==> config.mk <==
export PLATFORM = sky130hd
export DESIGN_NAME = peak_timing_phase_meter_top_flat
export DESIGN_NICKNAME = d
export VERILOG_FILES = /design/src/hw/rtl/ptpm_pkg.sv /design/src/hw/rtl/ptpm_if.sv /design/src/hw/rtl/peak_timing_phase_meter_top.sv /design/src/hw/rtl/ptpm_csr.sv /design/src/hw/rtl/ptpm_ctrl.sv /design/src/hw/rtl/ptpm_datapath.sv /design/src/flat_wrapper.sv
export SDC_FILE = /design/constraint.sdc
export NUM_CORES = 1
export LEC_CHECK = 0
export BUFFER_PORTS_ARGS = -buffer_cell sky130_fd_sc_hd__buf_2
export CAP_MARGIN = 20
export CORE_ASPECT_RATIO = 1.75
export CORE_MARGIN = 8
export CORE_UTILIZATION = 40
export CTS_CLUSTER_DIAMETER = 50
export DETAILED_ROUTE_END_ITERATION = 16
export GPL_TIMING_DRIVEN = 1
export PLACE_DENSITY = 0.54
export SLEW_MARGIN = 20
export SYNTH_ARGS = -nofsm -noshare
export SYNTH_HDL_FRONTEND = slang
export SYNTH_SLANG_ARGS = --single-unit
==> constraint.sdc <==
create_clock -name clock -period 9.85 [get_ports clock]
set_clock_uncertainty 0.1 [all_clocks]
set_input_delay 0.4925 -clock clock [delete_from_list [all_inputs] [get_ports clock]]
set_output_delay 0.4925 -clock clock [all_outputs]
set_load 0.05 [all_outputs]
==> src/hw/rtl/ptpm_pkg.sv <==
// Shared constants, types and helper functions of the peak timing phase meter.
`timescale 1ns / 1ps

package ptpm_pkg;

   localparam int COUNT_WIDTH = 24;
   localparam int TICKS_W     = 24;
   localparam int PHASE_W     = 10;
   localparam int LEVEL_W     = 8;
   localparam int GAIN_W      = 12;
   localparam int ERR_W       = 2;

   localparam int DEG_FULL    = 360;
   localparam int DEG_W       = 9;
   localparam int DIV_W       = COUNT_WIDTH + DEG_W;
   localparam int STEP_W      = $clog2(DIV_W);
   localparam int GAIN_SHIFT  = 10;
   localparam int BASE_W      = 21;
   localparam int BASE_LIMIT  = 1 << (BASE_W - 1);
   localparam int PROD_W      = BASE_W + GAIN_W;
   localparam int PHASE_MAX   = 1023;
   localparam int TICKS_MAX   = (1 << TICKS_W) - 1;

   localparam int CSR_ADDR_W  = 3;
   localparam int CSR_DATA_W  = 32;
   localparam int CSR_SEL_BIT = 2;

   localparam logic REG_PEAK_LEVEL = 1'b0;
   localparam logic REG_GAIN       = 1'b1;

   localparam logic [LEVEL_W-1:0] PEAK_LEVEL_RESET = 8'd255;
   localparam logic [GAIN_W-1:0]  GAIN_RESET       = 12'd1055;

   localparam logic [ERR_W-1:0] ERR_OK          = 2'd0;
   localparam logic [ERR_W-1:0] ERR_PERIOD_ZERO = 2'd1;
   localparam logic [ERR_W-1:0] ERR_SATURATED   = 2'd2;

   localparam logic CMD_TICK  = 1'b0;
   localparam logic CMD_REARM = 1'b1;

   typedef struct packed {
      logic rearm;
      logic first_peak;
      logic count;
      logic latch_period;
      logic launch;
      logic div_step;
      logic multiply;
      logic load_out;
   } ptpm_cmd_type;

   typedef struct packed {
      logic ref_peak;
      logic tst_peak;
      logic div_last;
      logic out_free;
   } ptpm_status_type;

   function automatic logic [TICKS_W-1:0] clip_ticks(input logic [COUNT_WIDTH-1:0] v);
      logic [63:0] w;
      w = 64'(v);
      return (w > 64'(TICKS_MAX)) ? TICKS_W'(TICKS_MAX) : w[TICKS_W-1:0];
   endfunction

endpackage

==> src/hw/rtl/ptpm_if.sv <==
// Beat channel interfaces for the request and response sides of the phase meter.
`timescale 1ns / 1ps

interface ptpm_req_if;
   import ptpm_pkg::*;
   logic               valid;
   logic               ready;
   logic               command;
   logic [LEVEL_W-1:0] sample_ref;
   logic [LEVEL_W-1:0] sample_test;

   modport source (output valid, command, sample_ref, sample_test, input ready);
   modport sink (input valid, command, sample_ref, sample_test, output ready);
endinterface

interface ptpm_rsp_if;
   import ptpm_pkg::*;
   logic               valid;
   logic               ready;
   logic [PHASE_W-1:0] phase_degrees;
   logic [TICKS_W-1:0] period_ticks;
   logic [TICKS_W-1:0] delay_ticks;
   logic [ERR_W-1:0]   error_code;

   modport source (output valid, phase_degrees, period_ticks, delay_ticks, error_code,
                   input ready);
   modport sink (input valid, phase_degrees, period_ticks, delay_ticks, error_code,
                 output ready);
endinterface

==> src/hw/rtl/peak_timing_phase_meter_top.sv <==
// Top level of the peak timing phase meter: request and response channels plus registers.
`timescale 1ns / 1ps

// The meter takes one tick beat per clock cycle while it measures: it waits for a
// reference peak, times the reference period to the next peak and then the delay to
// the first test peak. A rearm beat restarts it from any measuring or idle state.
// When the test peak arrives it computes the phase with a restoring divider that
// retires one quotient bit per cycle, so the request side is held off for the 33
// divider steps, one multiply by the gain and the load of the response register,
// and for as long as the response register is still occupied. The response register
// lets the next tick be accepted while the finished result waits to be taken; ticks
// after a result are ignored until a rearm beat.

module peak_timing_phase_meter_top
   import ptpm_pkg::*;
(
   input  logic                  clock,
   input  logic                  reset,
   ptpm_req_if.sink              req_bus,
   ptpm_rsp_if.source            rsp_bus,
   input  logic                  csr_psel,
   input  logic                  csr_penable,
   input  logic                  csr_pwrite,
   input  logic [CSR_ADDR_W-1:0] csr_paddr,
   input  logic [CSR_DATA_W-1:0] csr_pwdata,
   output logic [CSR_DATA_W-1:0] csr_prdata,
   output logic                  csr_pready
);

   logic [LEVEL_W-1:0] peak_level;
   logic [GAIN_W-1:0]  correction_gain;
   ptpm_cmd_type       cmd;
   ptpm_status_type    status;

   ptpm_csr u_csr (
      .clock           (clock),
      .reset           (reset),
      .psel            (csr_psel),
      .penable         (csr_penable),
      .pwrite          (csr_pwrite),
      .paddr           (csr_paddr),
      .pwdata          (csr_pwdata),
      .prdata          (csr_prdata),
      .pready          (csr_pready),
      .peak_level      (peak_level),
      .correction_gain (correction_gain)
   );

   ptpm_ctrl u_ctrl (
      .clock       (clock),
      .reset       (reset),
      .req_valid   (req_bus.valid),
      .req_command (req_bus.command),
      .req_ready   (req_bus.ready),
      .status      (status),
      .cmd         (cmd)
   );

   ptpm_datapath u_datapath (
      .clock           (clock),
      .reset           (reset),
      .sample_ref      (req_bus.sample_ref),
      .sample_test     (req_bus.sample_test),
      .peak_level      (peak_level),
      .correction_gain (correction_gain),
      .cmd             (cmd),
      .status          (status),
      .rsp_valid       (rsp_bus.valid),
      .rsp_ready       (rsp_bus.ready),
      .phase_degrees   (rsp_bus.phase_degrees),
      .period_ticks    (rsp_bus.period_ticks),
      .delay_ticks     (rsp_bus.delay_ticks),
      .error_code      (rsp_bus.error_code)
   );

endmodule

==> src/hw/rtl/ptpm_csr.sv <==
// APB-style configuration registers holding the peak level and the correction gain.
`timescale 1ns / 1ps

module ptpm_csr
   import ptpm_pkg::*;
(
   input  logic                  clock,
   input  logic                  reset,
   input  logic                  psel,
   input  logic                  penable,
   input  logic                  pwrite,
   input  logic [CSR_ADDR_W-1:0] paddr,
   input  logic [CSR_DATA_W-1:0] pwdata,
   output logic [CSR_DATA_W-1:0] prdata,
   output logic                  pready,
   output logic [LEVEL_W-1:0]    peak_level,
   output logic [GAIN_W-1:0]     correction_gain
);

   logic [LEVEL_W-1:0] level_ff, level_in;
   logic [GAIN_W-1:0]  gain_ff, gain_in;
   logic               wr_en;
   logic               reg_sel;

   assign pready  = 1'b1;
   assign wr_en   = psel & penable & pwrite & pready;
   assign reg_sel = paddr[CSR_SEL_BIT];

   always_comb begin
      level_in = level_ff;
      gain_in  = gain_ff;
      if (wr_en) begin
         unique case (reg_sel)
            REG_PEAK_LEVEL: level_in = pwdata[LEVEL_W-1:0];
            REG_GAIN:       gain_in  = pwdata[GAIN_W-1:0];
            default:        level_in = level_ff;
         endcase
      end
   end

   always_comb begin
      unique case (reg_sel)
         REG_PEAK_LEVEL: prdata = CSR_DATA_W'(level_ff);
         REG_GAIN:       prdata = CSR_DATA_W'(gain_ff);
         default:        prdata = '0;
      endcase
   end

   always_ff @(posedge clock) begin
      if (reset) begin
         level_ff <= PEAK_LEVEL_RESET;
         gain_ff  <= GAIN_RESET;
      end else begin
         level_ff <= level_in;
         gain_ff  <= gain_in;
      end
   end

   assign peak_level      = level_ff;
   assign correction_gain = gain_ff;

endmodule

==> src/hw/rtl/ptpm_ctrl.sv <==
// Controller state machine that sequences measurement, division and result delivery.
`timescale 1ns / 1ps

module ptpm_ctrl
   import ptpm_pkg::*;
(
   input  logic            clock,
   input  logic            reset,
   input  logic            req_valid,
   input  logic            req_command,
   output logic            req_ready,
   input  ptpm_status_type status,
   output ptpm_cmd_type    cmd
);

   localparam logic [2:0] ST_WAIT_FIRST  = 3'd0;
   localparam logic [2:0] ST_WAIT_LEAVE  = 3'd1;
   localparam logic [2:0] ST_WAIT_SECOND = 3'd2;
   localparam logic [2:0] ST_WAIT_TEST   = 3'd3;
   localparam logic [2:0] ST_IDLE        = 3'd4;
   localparam logic [2:0] ST_DIVIDE      = 3'd5;
   localparam logic [2:0] ST_MULTIPLY    = 3'd6;
   localparam logic [2:0] ST_DELIVER     = 3'd7;

   logic [2:0] state_ff, state_in;
   logic       accept;

   assign req_ready = (state_ff == ST_WAIT_FIRST) || (state_ff == ST_WAIT_LEAVE) ||
                      (state_ff == ST_WAIT_SECOND) || (state_ff == ST_WAIT_TEST) ||
                      (state_ff == ST_IDLE);
   assign accept = req_valid & req_ready;

   always_comb begin
      state_in = state_ff;
      cmd      = '0;
      unique case (state_ff)
         ST_WAIT_FIRST, ST_WAIT_LEAVE, ST_WAIT_SECOND, ST_WAIT_TEST, ST_IDLE: begin
            if (accept) begin
               if (req_command == CMD_REARM) begin
                  cmd.rearm = 1'b1;
                  state_in  = ST_WAIT_FIRST;
               end else begin
                  unique case (state_ff)
                     ST_WAIT_FIRST: begin
                        if (status.ref_peak) begin
                           cmd.first_peak = 1'b1;
                           state_in       = ST_WAIT_LEAVE;
                        end
                     end
                     ST_WAIT_LEAVE: begin
                        cmd.count = 1'b1;
                        if (!status.ref_peak) begin
                           state_in = ST_WAIT_SECOND;
                        end
                     end
                     ST_WAIT_SECOND: begin
                        cmd.count = 1'b1;
                        if (status.ref_peak) begin
                           cmd.latch_period = 1'b1;
                           if (status.tst_peak) begin
                              cmd.launch = 1'b1;
                              state_in   = ST_DIVIDE;
                           end else begin
                              state_in = ST_WAIT_TEST;
                           end
                        end
                     end
                     ST_WAIT_TEST: begin
                        cmd.count = 1'b1;
                        if (status.tst_peak) begin
                           cmd.launch = 1'b1;
                           state_in   = ST_DIVIDE;
                        end
                     end
                     default: state_in = state_ff;
                  endcase
               end
            end
         end
         ST_DIVIDE: begin
            cmd.div_step = 1'b1;
            if (status.div_last) begin
               state_in = ST_MULTIPLY;
            end
         end
         ST_MULTIPLY: begin
            cmd.multiply = 1'b1;
            state_in     = ST_DELIVER;
         end
         ST_DELIVER: begin
            if (status.out_free) begin
               cmd.load_out = 1'b1;
               state_in     = ST_IDLE;
            end
         end
         default: state_in = ST_IDLE;
      endcase
   end

   always_ff @(posedge clock) begin
      if (reset) begin
         state_ff <= ST_WAIT_FIRST;
      end else begin
         state_ff <= state_in;
      end
   end

endmodule

==> src/hw/rtl/ptpm_datapath.sv <==
// Datapath with tick counters, serial divider, gain multiplier and result register.
`timescale 1ns / 1ps

module ptpm_datapath
   import ptpm_pkg::*;
(
   input  logic               clock,
   input  logic               reset,
   input  logic [LEVEL_W-1:0] sample_ref,
   input  logic [LEVEL_W-1:0] sample_test,
   input  logic [LEVEL_W-1:0] peak_level,
   input  logic [GAIN_W-1:0]  correction_gain,
   input  ptpm_cmd_type       cmd,
   output ptpm_status_type    status,
   output logic               rsp_valid,
   input  logic               rsp_ready,
   output logic [PHASE_W-1:0] phase_degrees,
   output logic [TICKS_W-1:0] period_ticks,
   output logic [TICKS_W-1:0] delay_ticks,
   output logic [ERR_W-1:0]   error_code
);

   logic [COUNT_WIDTH-1:0] tick_ff, tick_in;
   logic [COUNT_WIDTH-1:0] period_ff, period_in;
   logic                   sat_ff, sat_in;
   logic [COUNT_WIDTH-1:0] tick_inc;
   logic                   sat_inc;
   logic [COUNT_WIDTH-1:0] period_src;
   logic [COUNT_WIDTH-1:0] delay_src;

   logic [DIV_W-1:0]       dq_ff;
   logic [COUNT_WIDTH:0]   rem_ff;
   logic [COUNT_WIDTH-1:0] divisor_ff;
   logic [STEP_W-1:0]      step_ff;
   logic                   pzero_ff;
   logic                   csat_ff;
   logic [TICKS_W-1:0]     per_clip_ff;
   logic [TICKS_W-1:0]     dly_clip_ff;
   logic [PROD_W-1:0]      prod_ff;

   logic [COUNT_WIDTH:0]   rem_sh;
   logic [COUNT_WIDTH+1:0] rem_diff;
   logic                   q_bit;
   logic [BASE_W-1:0]      base_c;
   logic [PROD_W-1:0]      scaled;
   logic [PHASE_W-1:0]     phase_c;

   logic                   out_valid_ff;
   logic [PHASE_W-1:0]     out_phase_ff;
   logic [TICKS_W-1:0]     out_period_ff;
   logic [TICKS_W-1:0]     out_delay_ff;
   logic [ERR_W-1:0]       out_err_ff;

   assign tick_inc = (tick_ff != {COUNT_WIDTH{1'b1}}) ? tick_ff + 1'b1 : tick_ff;
   assign sat_inc  = sat_ff | (tick_inc == {COUNT_WIDTH{1'b1}});

   assign period_src = cmd.latch_period ? tick_inc : period_ff;
   assign delay_src  = cmd.latch_period ? '0 : tick_inc;

   always_comb begin
      tick_in   = tick_ff;
      period_in = period_ff;
      sat_in    = sat_ff;
      priority if (cmd.rearm) begin
         tick_in   = '0;
         period_in = '0;
         sat_in    = 1'b0;
      end else if (cmd.first_peak) begin
         tick_in = '0;
         sat_in  = 1'b0;
      end else if (cmd.latch_period) begin
         tick_in   = '0;
         period_in = tick_inc;
         sat_in    = sat_inc;
      end else if (cmd.count) begin
         tick_in = tick_inc;
         sat_in  = sat_inc;
      end
   end

   always_ff @(posedge clock) begin
      if (reset) begin
         tick_ff   <= '0;
         period_ff <= '0;
         sat_ff    <= 1'b0;
      end else begin
         tick_ff   <= tick_in;
         period_ff <= period_in;
         sat_ff    <= sat_in;
      end
   end

   assign rem_sh   = {rem_ff[COUNT_WIDTH-1:0], dq_ff[DIV_W-1]};
   assign rem_diff = {1'b0, rem_sh} - {2'b00, divisor_ff};
   assign q_bit    = ~rem_diff[COUNT_WIDTH+1];

   assign base_c = (64'(dq_ff) >= 64'(BASE_LIMIT)) ? BASE_W'(BASE_LIMIT) : BASE_W'(dq_ff);
   assign scaled = prod_ff >> GAIN_SHIFT;
   assign phase_c = pzero_ff ? '0 :
                    (scaled > PROD_W'(PHASE_MAX)) ? PHASE_W'(PHASE_MAX) : scaled[PHASE_W-1:0];

   always_ff @(posedge clock) begin
      if (cmd.launch) begin
         dq_ff       <= DIV_W'(delay_src) * DIV_W'(DEG_FULL);
         rem_ff      <= '0;
         divisor_ff  <= period_src;
         step_ff     <= '0;
         pzero_ff    <= (period_src == '0);
         csat_ff     <= sat_inc;
         per_clip_ff <= clip_ticks(period_src);
         dly_clip_ff <= clip_ticks(delay_src);
      end else if (cmd.div_step) begin
         dq_ff   <= {dq_ff[DIV_W-2:0], q_bit};
         rem_ff  <= q_bit ? rem_diff[COUNT_WIDTH:0] : rem_sh;
         step_ff <= step_ff + 1'b1;
      end
      if (cmd.multiply) begin
         prod_ff <= PROD_W'(base_c) * PROD_W'(correction_gain);
      end
   end

   always_ff @(posedge clock) begin
      if (reset) begin
         out_valid_ff <= 1'b0;
      end else if (cmd.load_out) begin
         out_valid_ff <= 1'b1;
      end else if (rsp_ready) begin
         out_valid_ff <= 1'b0;
      end
   end

   always_ff @(posedge clock) begin
      if (cmd.load_out) begin
         out_phase_ff  <= phase_c;
         out_period_ff <= per_clip_ff;
         out_delay_ff  <= dly_clip_ff;
         out_err_ff    <= pzero_ff ? ERR_PERIOD_ZERO : (csat_ff ? ERR_SATURATED : ERR_OK);
      end
   end

   assign status.ref_peak = (sample_ref == peak_level);
   assign status.tst_peak = (sample_test == peak_level);
   assign status.div_last = (step_ff == STEP_W'(DIV_W - 1));
   assign status.out_free = ~out_valid_ff | rsp_ready;

   assign rsp_valid     = out_valid_ff;
   assign phase_degrees = out_phase_ff;
   assign period_ticks  = out_period_ff;
   assign delay_ticks   = out_delay_ff;
   assign error_code    = out_err_ff;

endmodule

==> src/flat_wrapper.sv <==
// flat-port wrapper written by rule: the top's interface ports become plain ports
module peak_timing_phase_meter_top_flat import ptpm_pkg::*;
  (clock, reset, csr_psel, csr_penable, csr_pwrite, csr_paddr, csr_pwdata, csr_prdata, csr_pready, req_bus_valid, req_bus_command, req_bus_sample_ref, req_bus_sample_test, req_bus_ready, rsp_bus_valid, rsp_bus_phase_degrees, rsp_bus_period_ticks, rsp_bus_delay_ticks, rsp_bus_error_code, rsp_bus_ready);
  ptpm_req_if req_bus_i ();
  ptpm_rsp_if rsp_bus_i ();
  input  logic clock;
  input  logic reset;
  input  logic csr_psel;
  input  logic csr_penable;
  input  logic csr_pwrite;
  input  logic [CSR_ADDR_W-1:0] csr_paddr;
  input  logic [CSR_DATA_W-1:0] csr_pwdata;
  output logic [CSR_DATA_W-1:0] csr_prdata;
  output logic csr_pready;
  input wire logic [$bits(req_bus_i.valid)-1:0] req_bus_valid;
  input wire logic [$bits(req_bus_i.command)-1:0] req_bus_command;
  input wire logic [$bits(req_bus_i.sample_ref)-1:0] req_bus_sample_ref;
  input wire logic [$bits(req_bus_i.sample_test)-1:0] req_bus_sample_test;
  output wire logic [$bits(req_bus_i.ready)-1:0] req_bus_ready;
  output wire logic [$bits(rsp_bus_i.valid)-1:0] rsp_bus_valid;
  output wire logic [$bits(rsp_bus_i.phase_degrees)-1:0] rsp_bus_phase_degrees;
  output wire logic [$bits(rsp_bus_i.period_ticks)-1:0] rsp_bus_period_ticks;
  output wire logic [$bits(rsp_bus_i.delay_ticks)-1:0] rsp_bus_delay_ticks;
  output wire logic [$bits(rsp_bus_i.error_code)-1:0] rsp_bus_error_code;
  input wire logic [$bits(rsp_bus_i.ready)-1:0] rsp_bus_ready;
  assign req_bus_i.valid = req_bus_valid;
  assign req_bus_i.command = req_bus_command;
  assign req_bus_i.sample_ref = req_bus_sample_ref;
  assign req_bus_i.sample_test = req_bus_sample_test;
  assign req_bus_ready = req_bus_i.ready;
  assign rsp_bus_valid = rsp_bus_i.valid;
  assign rsp_bus_phase_degrees = rsp_bus_i.phase_degrees;
  assign rsp_bus_period_ticks = rsp_bus_i.period_ticks;
  assign rsp_bus_delay_ticks = rsp_bus_i.delay_ticks;
  assign rsp_bus_error_code = rsp_bus_i.error_code;
  assign rsp_bus_i.ready = rsp_bus_ready;
  peak_timing_phase_meter_top u_core (.clock(clock), .reset(reset), .req_bus(req_bus_i), .rsp_bus(rsp_bus_i), .csr_psel(csr_psel), .csr_penable(csr_penable), .csr_pwrite(csr_pwrite), .csr_paddr(csr_paddr), .csr_pwdata(csr_pwdata), .csr_prdata(csr_prdata), .csr_pready(csr_pready));
endmodule
Word-level counts from Yosys, hierarchy flattened

Index checks and enable logic that the tools add are counted.

Flip-flop bits (word level): 279
Bits of input ports: 59
Output and inout bits: 95
Logic and storage cells: 112

Add/sub/neg operators: 3
Multipliers: 2
Order comparisons: 2
Eq/ne operators: 20
Mux-type cells: 40
Bitwise operators: 8
Reductions and logical operators: 17

Operators by type and width:

| kind                  | count |
|---|---|
| $mux 24               | 4 |
| $mux 33               | 2 |
| $pmux 32 s2           | 1 |
| $ge 33x21->1 const B  | 1 |
| $mul 21x12->33        | 1 |
| $mul 24x6->30 const B | 1 |
| $mux 3                | 9 |
| $sub 25x24->26        | 1 |
| $add 24x1->24 const B | 1 |
| $eq 24x24->1 const B  | 1 |
| $logic_not 24->1      | 1 |
| $ne 24x24->1 const B  | 1 |
| $pmux 3 s4            | 2 |
| $gt 23x10->1 const B  | 1 |
| $mux 21               | 1 |
| $eq 8x8->1            | 2 |
| $mux 1                | 14 |
| $eq 3x3->1 const B    | 4 |
| $ne 4x4->1 const B    | 3 |
| $mux 10               | 1 |
| $mux 5                | 2 |
| $reduce_and 8->1      | 1 |
| $add 6x1->6 const B   | 1 |
| $eq 3x2->1 const B    | 2 |
| other kinds (20)      | 34 |

Longest topological paths before layout

Word-level depth: 11
Mapped depth: 27
Mapped depth without buffers: 24

Modules after synthesis

Synthesis repeated with hierarchy kept, for this count alone.

Cells, all modules: 2,474
Area total of the unflattened synthesis: 23,511.3 um^2

By module, submodules not included:

| module        | times used | cells each | area an instance (um^2) |
|---|---|---|---|
| ptpm_datapath | 1          | 2,307      | 22,058.7 |
| ptpm_csr      | 1          | 120        | 1,116.1 |
| ptpm_ctrl     | 1          | 47         | 336.6 |

Least setup slack after synthesis

No wires, ideal clock.

Path kind: reg2reg
Start: register u_core.u_datapath.dq_ff[20]
End: register u_core.u_datapath.prod_ff[28] (data pin)
Setup time: 259 ps
Arrival: 6,496 ps
Slack: 2,995 ps
Stages on the path, launching flop included: 26
Clock period less this slack: 6,855 ps
Cells stage by stage: edfxtp_1 -> nor4_1 -> and4_1 -> clkbuf_1 -> clkbuf_1 -> and2_1 -> clkbuf_1 -> nand2_1 -> fa_1 -> inv_1 -> fa_1 -> fa_1 -> fa_1 -> inv_1 -> fa_1 -> inv_1 -> ha_1 -> a21o_1 -> a311o_1 -> a21o_1 -> a21oi_1 -> o31a_1 -> nor2b_1 -> a221o_1 -> a21oi_1 -> xnor2_1

Word-level cells in the longest chain between the ends: 3

Ends and longest elaborated chain:

| element                | RTL line             | source |
|---|---|---|
| from (decl)            | ptpm_datapath.sv:31  | `logic [DIV_W-1:0] dq_ff;` |
| from (signal assigned) | ptpm_datapath.sv:104 | `dq_ff <= DIV_W'(delay_src) * DIV_W'(DEG_FULL);` |
| from (signal assigned) | ptpm_datapath.sv:113 | `dq_ff <= {dq_ff[DIV_W-2:0], q_bit};` |
| $ge 33x21->1           | ptpm_datapath.sv:97  | `assign base_c = (64'(dq_ff) >= 64'(BASE_LIMIT)) ? BASE_W'(BASE_LIMIT) : BASE_W'(dq_ff);` |
| $mux 21 (*)            | ptpm_datapath.sv:97  |  |
| $mul 21x12->33 (*)     | ptpm_datapath.sv:118 | `prod_ff <= PROD_W'(base_c) * PROD_W'(correction_gain);` |
| to (signal assigned)   | ptpm_datapath.sv:118 |  |
| to (decl)              | ptpm_datapath.sv:39  | `logic [PROD_W-1:0] prod_ff;` |

Mark *: on every way between the ends. The rest lies on a longest branch, timed or not.
A chain may end at the register's enable or synchronous reset.

Worst setup path in the final report

Start: register u_core.u_datapath.dq_ff[32]
End: register u_core.u_datapath.prod_ff[28] (data pin)

Word-level cells in the longest chain between the ends: 3

Ends and longest elaborated chain:

| element        | RTL line |
|---|---|
| $ge 33x21->1   | ptpm_datapath.sv:97 |
| $mux 21        | ptpm_datapath.sv:97 |
| $mul 21x12->33 | ptpm_datapath.sv:118 |

Every way passes these cells.

==> run metrics <==
detailed-router iteration count before antenna repair 5; Clock Sink Count 269; Crit. End Element flip-flop; transition time of the tightest slew-check pin approximately 1100 ps; cell breakdown of the critical path nor3_1 -> and4_2 -> buf_4 -> and2_0 -> nand2_1 -> fa_1 -> fa_1 -> inv_1 -> fa_1 -> fa_1 -> inv_1 -> fa_1 -> inv_1 -> ha_1 -> nor3_1 -> o21ai_0 -> a21o_1 -> a21oi_1 -> o31a_1 -> nor2b_1 -> a221o_1 -> a21oi_1 -> xnor2_1; number of placement rows 115; mean instance size in the synthesized netlist 9.46 sq um; Final GP Congestion between 0.9 and 1; worst hold path stage count 2; Final Hold Fails 0; kind of path behind the tightest hold check input port to flip-flop; sequential cell fraction of total power 47.9%; list of most frequent post-synthesis cells sky130_fd_sc_hd__inv_1 (371), sky130_fd_sc_hd__nand2_1 (325), sky130_fd_sc_hd__fa_1 (232); count of instances resized after the clock tree is built 0; switching part of the total between 20% and 30%; power density over the cells about 100 mW/mm^2; most frequently used cell type in the post-synthesis netlist sky130_fd_sc_hd__inv_1; Synth Flop Type sky130_fd_sc_hd__edfxtp_1; outcome finished, final reports clean; Synth area leader sky130_fd_sc_hd__edfxtp_1; post-synthesis instance total around 2400; HPWL reported at the end of detailed placement ~46000 microns; final routed wire length divided by cell count 17.8 microns; Worst Path Arrival 8180 ps; total detailed-routing wirelength 57600 microns; leftover overflow at the end of global routing 0; CTS Root Cell sky130_fd_sc_hd__clkbuf_16; path type of the worst setup path flip-flop to flip-flop; Residual DRC 0; type of origin of the critical path flip-flop; clock period minus final worst setup slack 7940 ps; Slew Limit Headroom 27.0%; Skew-Pair Late Insertion Delay 600 ps; Top cell by count, worst path sky130_fd_sc_hd__fa_1; share of cells above drive strength 1 under 10%; post-synth top area share between 20% and 30%; clock tree buffer depth 3; share of async-settable or async-resettable flops after synthesis 0%; leakage power summed over all cells 0.0113 uW; final-report max-slew violation count 0; Die Span X 196 microns; initial antenna violation count 6; number of port buffers 110; CP delay by family, top adder cells; Reg2Reg Setup Slack around 1900 ps; delay of the slowest cell on the worst path 760 ps; setup-violating endpoint count in the final report 0; DRT iter0 DRCs 643; number of synthesized flops with an enable pin 163; Clk pin slew, worst setup/hold paths 70 ps; maximum number of pins on one net before global-route repair 61; floorplan die height 331 microns; # Max-Cap Violations 0; Core Footprint ~0.056 sq mm; worst hold margin 46.5 ps; combinational power share 3.5%; library cells used by synthesis 75; #FFs+latches synth 269; count of yosys warnings during synthesis 0; clock group share of total power 48.6%; internal power 1930 uW; number of global-route vias before repair around 17000; combined buffer and inverter count along the critical path 4; Worst Reg-to-Reg Cells 23; Boundary Pins approximately 150; count of nets left with antenna violations after detail routing 0; final-layout setup total negative slack 0 ps; start point of the worst min-delay path csr_pwdata[3]; switching power summed over all nets 573 uW; data required time at the worst endpoint 10090 ps; worst supply voltage drop on vdd about 0.00013 V; Area growth syn-to-layout 9.68%; all-layer global routing usage 17.7%; peak clock frequency supported by timing 126 MHz; capture instance of the worst register-to-register path u_core.u_datapath.prod_ff[28]; total vias in the final route 16482; effective utilization at floorplan 40.4%; # nets final 2893; wire length of the first global-routing pass ~90000 microns; Max stage delay cell, worst path sky130_fd_sc_hd__and4_2; H-tree lvl count 1; clock tree from TritonCTS done; area enclosed by the die boundary 0.0650 sq mm; Hold Crit Endpoint u_core.u_csr.peak_level[3]; post-synthesis sequential area ratio between 30% and 40%; crit path max fanout 55; unrepaired setup endpoints after global routing no; number of buffers created by CTS 29; post-synthesis instance area 0.0227 sq mm; ratio of final minimum period to clock period 80.6%; post-DR vias/cell about 5.1; ranking of synthesized cells by area sky130_fd_sc_hd__edfxtp_1 (22%), sky130_fd_sc_hd__fa_1 (20%), sky130_fd_sc_hd__dfxtp_1 (9.3%); launching point of the worst reg2reg path u_core.u_datapath.dq_ff[32]
-- stage by stage --
| stage | area, sq um | power [uW] | worst slack, ps | utilization [%] | cells |
|---|---|---|---|---|---|
| floorplan | 22800 | 1290 | 3000 | - | 2422 |
| global placement | 23800 | 1310 | 1910 | 42.3 | 3176 |
| detailed placement | 23800 | 1310 | 1880 | 42.3 | 3176 |
| CTS | 24900 | 2540 | 1880 | 44.3 | 3234 |
| global route | 24900 | 2580 | 1380 | 44.3 | 3234 |
| finish | 24900 | 2500 | 1910 | 44.3 | 3238 |
-- cell families (layout without fill, tap and decap cells) --
| group | after synthesis | after routing | synth area share, % |
|---|---|---|---|
| AOI/OAI and AO/OA | 295 | 295 | 8.38 |
| muxes | 37 | 37 | 1.71 |
| DFF | 269 | 269 | 30.9 |
| adders and majority gates | 383 | 383 | 28.7 |
| xor gates and xnor gates | 117 | 117 | 4.51 |
| other | 2 | 25 | 0.0330 |
| buffers and inverters | 499 | 551 | 8.86 |
| and+or+nand+nor | 801 | 801 | 16.9 |
-- flip-flops by register name (all words and copies together) (netlist names) --
register	cells
u_core.u_ctrl.state_ff	3
u_core.u_datapath.period_ticks	24
u_core.u_datapath.tick_ff	24
u_core.u_datapath.phase_degrees	10
u_core.u_datapath.step_ff	6
u_core.u_datapath.dly_clip_ff	24
u_core.u_csr.peak_level	8
u_core.u_datapath.sat_ff	1
u_core.u_datapath.dq_ff	33
u_core.u_datapath.rem_ff	24
u_core.u_datapath.pzero_ff	1
u_core.u_datapath.period_ff	24
u_core.u_datapath.csat_ff	1
u_core.u_datapath.prod_ff	23
u_core.u_csr.correction_gain	12
u_core.u_datapath.delay_ticks	24
u_core.u_datapath.error_code	2
u_core.u_datapath.per_clip_ff	24
u_core.u_datapath.rsp_valid	1
-- cells in the final DEF, fill, tap and decap left out, drive strengths merged, types with 34 or more instances in the layout --
master / n
xnor2: 76
buf: 122
and3: 71
and2: 36
fa: 232
ha: 151
nor2: 171
a21oi: 72
edfxtp: 163
nand2: 325
nand3: 39
dfxtp: 106
o21ai: 76
inv: 376
clkbuf: 34
nor2b: 40
xor2: 41
-- area by class of cell --
type                            instances  area (sq um)
Sequential cell                       269          7020
Clock inverter                         20           294
Clock buffer                           34           786
Tap cell                              760           951
Fill cell                            5468         31300
Timing Repair Buffer                  126           681
Inverter                              371          1390
Antenna cell                            4          10.0
Multi-Input combinational cell       1654         13800
-- power by group through the flow --
stage	registers [uW]	clock network [uW]	logic, uW
6_report	1200	1210	87.2
5_1_grt	1200	1290	95.8
4_1_cts	1200	1260	87.8
3_5_place_dp	1220	0	85.7
3_3_place_gp	1220	0	84.3
2_1_floorplan	1210	0	76.8
-- worst register-to-register path, stage by stage (launching register included) --
cell                       delay, ps
sky130_fd_sc_hd__edfxtp_1        560
sky130_fd_sc_hd__nor3_1          290
sky130_fd_sc_hd__and4_2          760
sky130_fd_sc_hd__buf_4           410
sky130_fd_sc_hd__and2_0          420
sky130_fd_sc_hd__nand2_1         140
sky130_fd_sc_hd__fa_1            530
sky130_fd_sc_hd__fa_1            540
sky130_fd_sc_hd__inv_1            50
sky130_fd_sc_hd__fa_1            500
sky130_fd_sc_hd__fa_1            540
sky130_fd_sc_hd__inv_1            60
sky130_fd_sc_hd__fa_1            520
sky130_fd_sc_hd__inv_1            40
sky130_fd_sc_hd__ha_1            230
sky130_fd_sc_hd__nor3_1          190
sky130_fd_sc_hd__o21ai_0         260
sky130_fd_sc_hd__a21o_1          220
sky130_fd_sc_hd__a21oi_1         300
sky130_fd_sc_hd__o31a_1          300
sky130_fd_sc_hd__nor2b_1         110
sky130_fd_sc_hd__a221o_1         350
sky130_fd_sc_hd__a21oi_1         180
sky130_fd_sc_hd__xnor2_1          80
-- how the worst max path moves through the flow --
| stage | start | endpoint | slack, ps | cells after the start |
|---|---|---|---|---|
| 2_1_floorplan | u_core.u_datapath.dq_ff[20] | u_core.u_datapath.prod_ff[28] | 3000 | 25 |
| 3_3_place_gp | u_core.u_datapath.dq_ff[32] | u_core.u_datapath.prod_ff[28] | 1910 | 23 |
| 3_5_place_dp | u_core.u_datapath.dq_ff[32] | u_core.u_datapath.prod_ff[28] | 1880 | 23 |
| 4_1_cts | u_core.u_datapath.dq_ff[32] | u_core.u_datapath.prod_ff[28] | 1880 | 23 |
| 5_1_grt | u_core.u_datapath.dq_ff[26] | u_core.u_datapath.prod_ff[28] | 1380 | 23 |
| 6_report | u_core.u_datapath.dq_ff[32] | u_core.u_datapath.prod_ff[28] | 1910 | 23 |
-- layer usage --
metal,vias up,track usage (%),routed length [microns]
met5,-,0,24
met4,4,6.87,2180
met3,108,2.85,2330
met2,307,34.3,31500
met1,8176,18.5,21600
li1,7887,-,-
-- what timing repair did --
action	4_1_cts	5_1_grt
setup buffers	0	0
hold buffers	4	0
hold endpoints to repair	4	0
No activity file was read; power rests on OpenSTA's default activity.
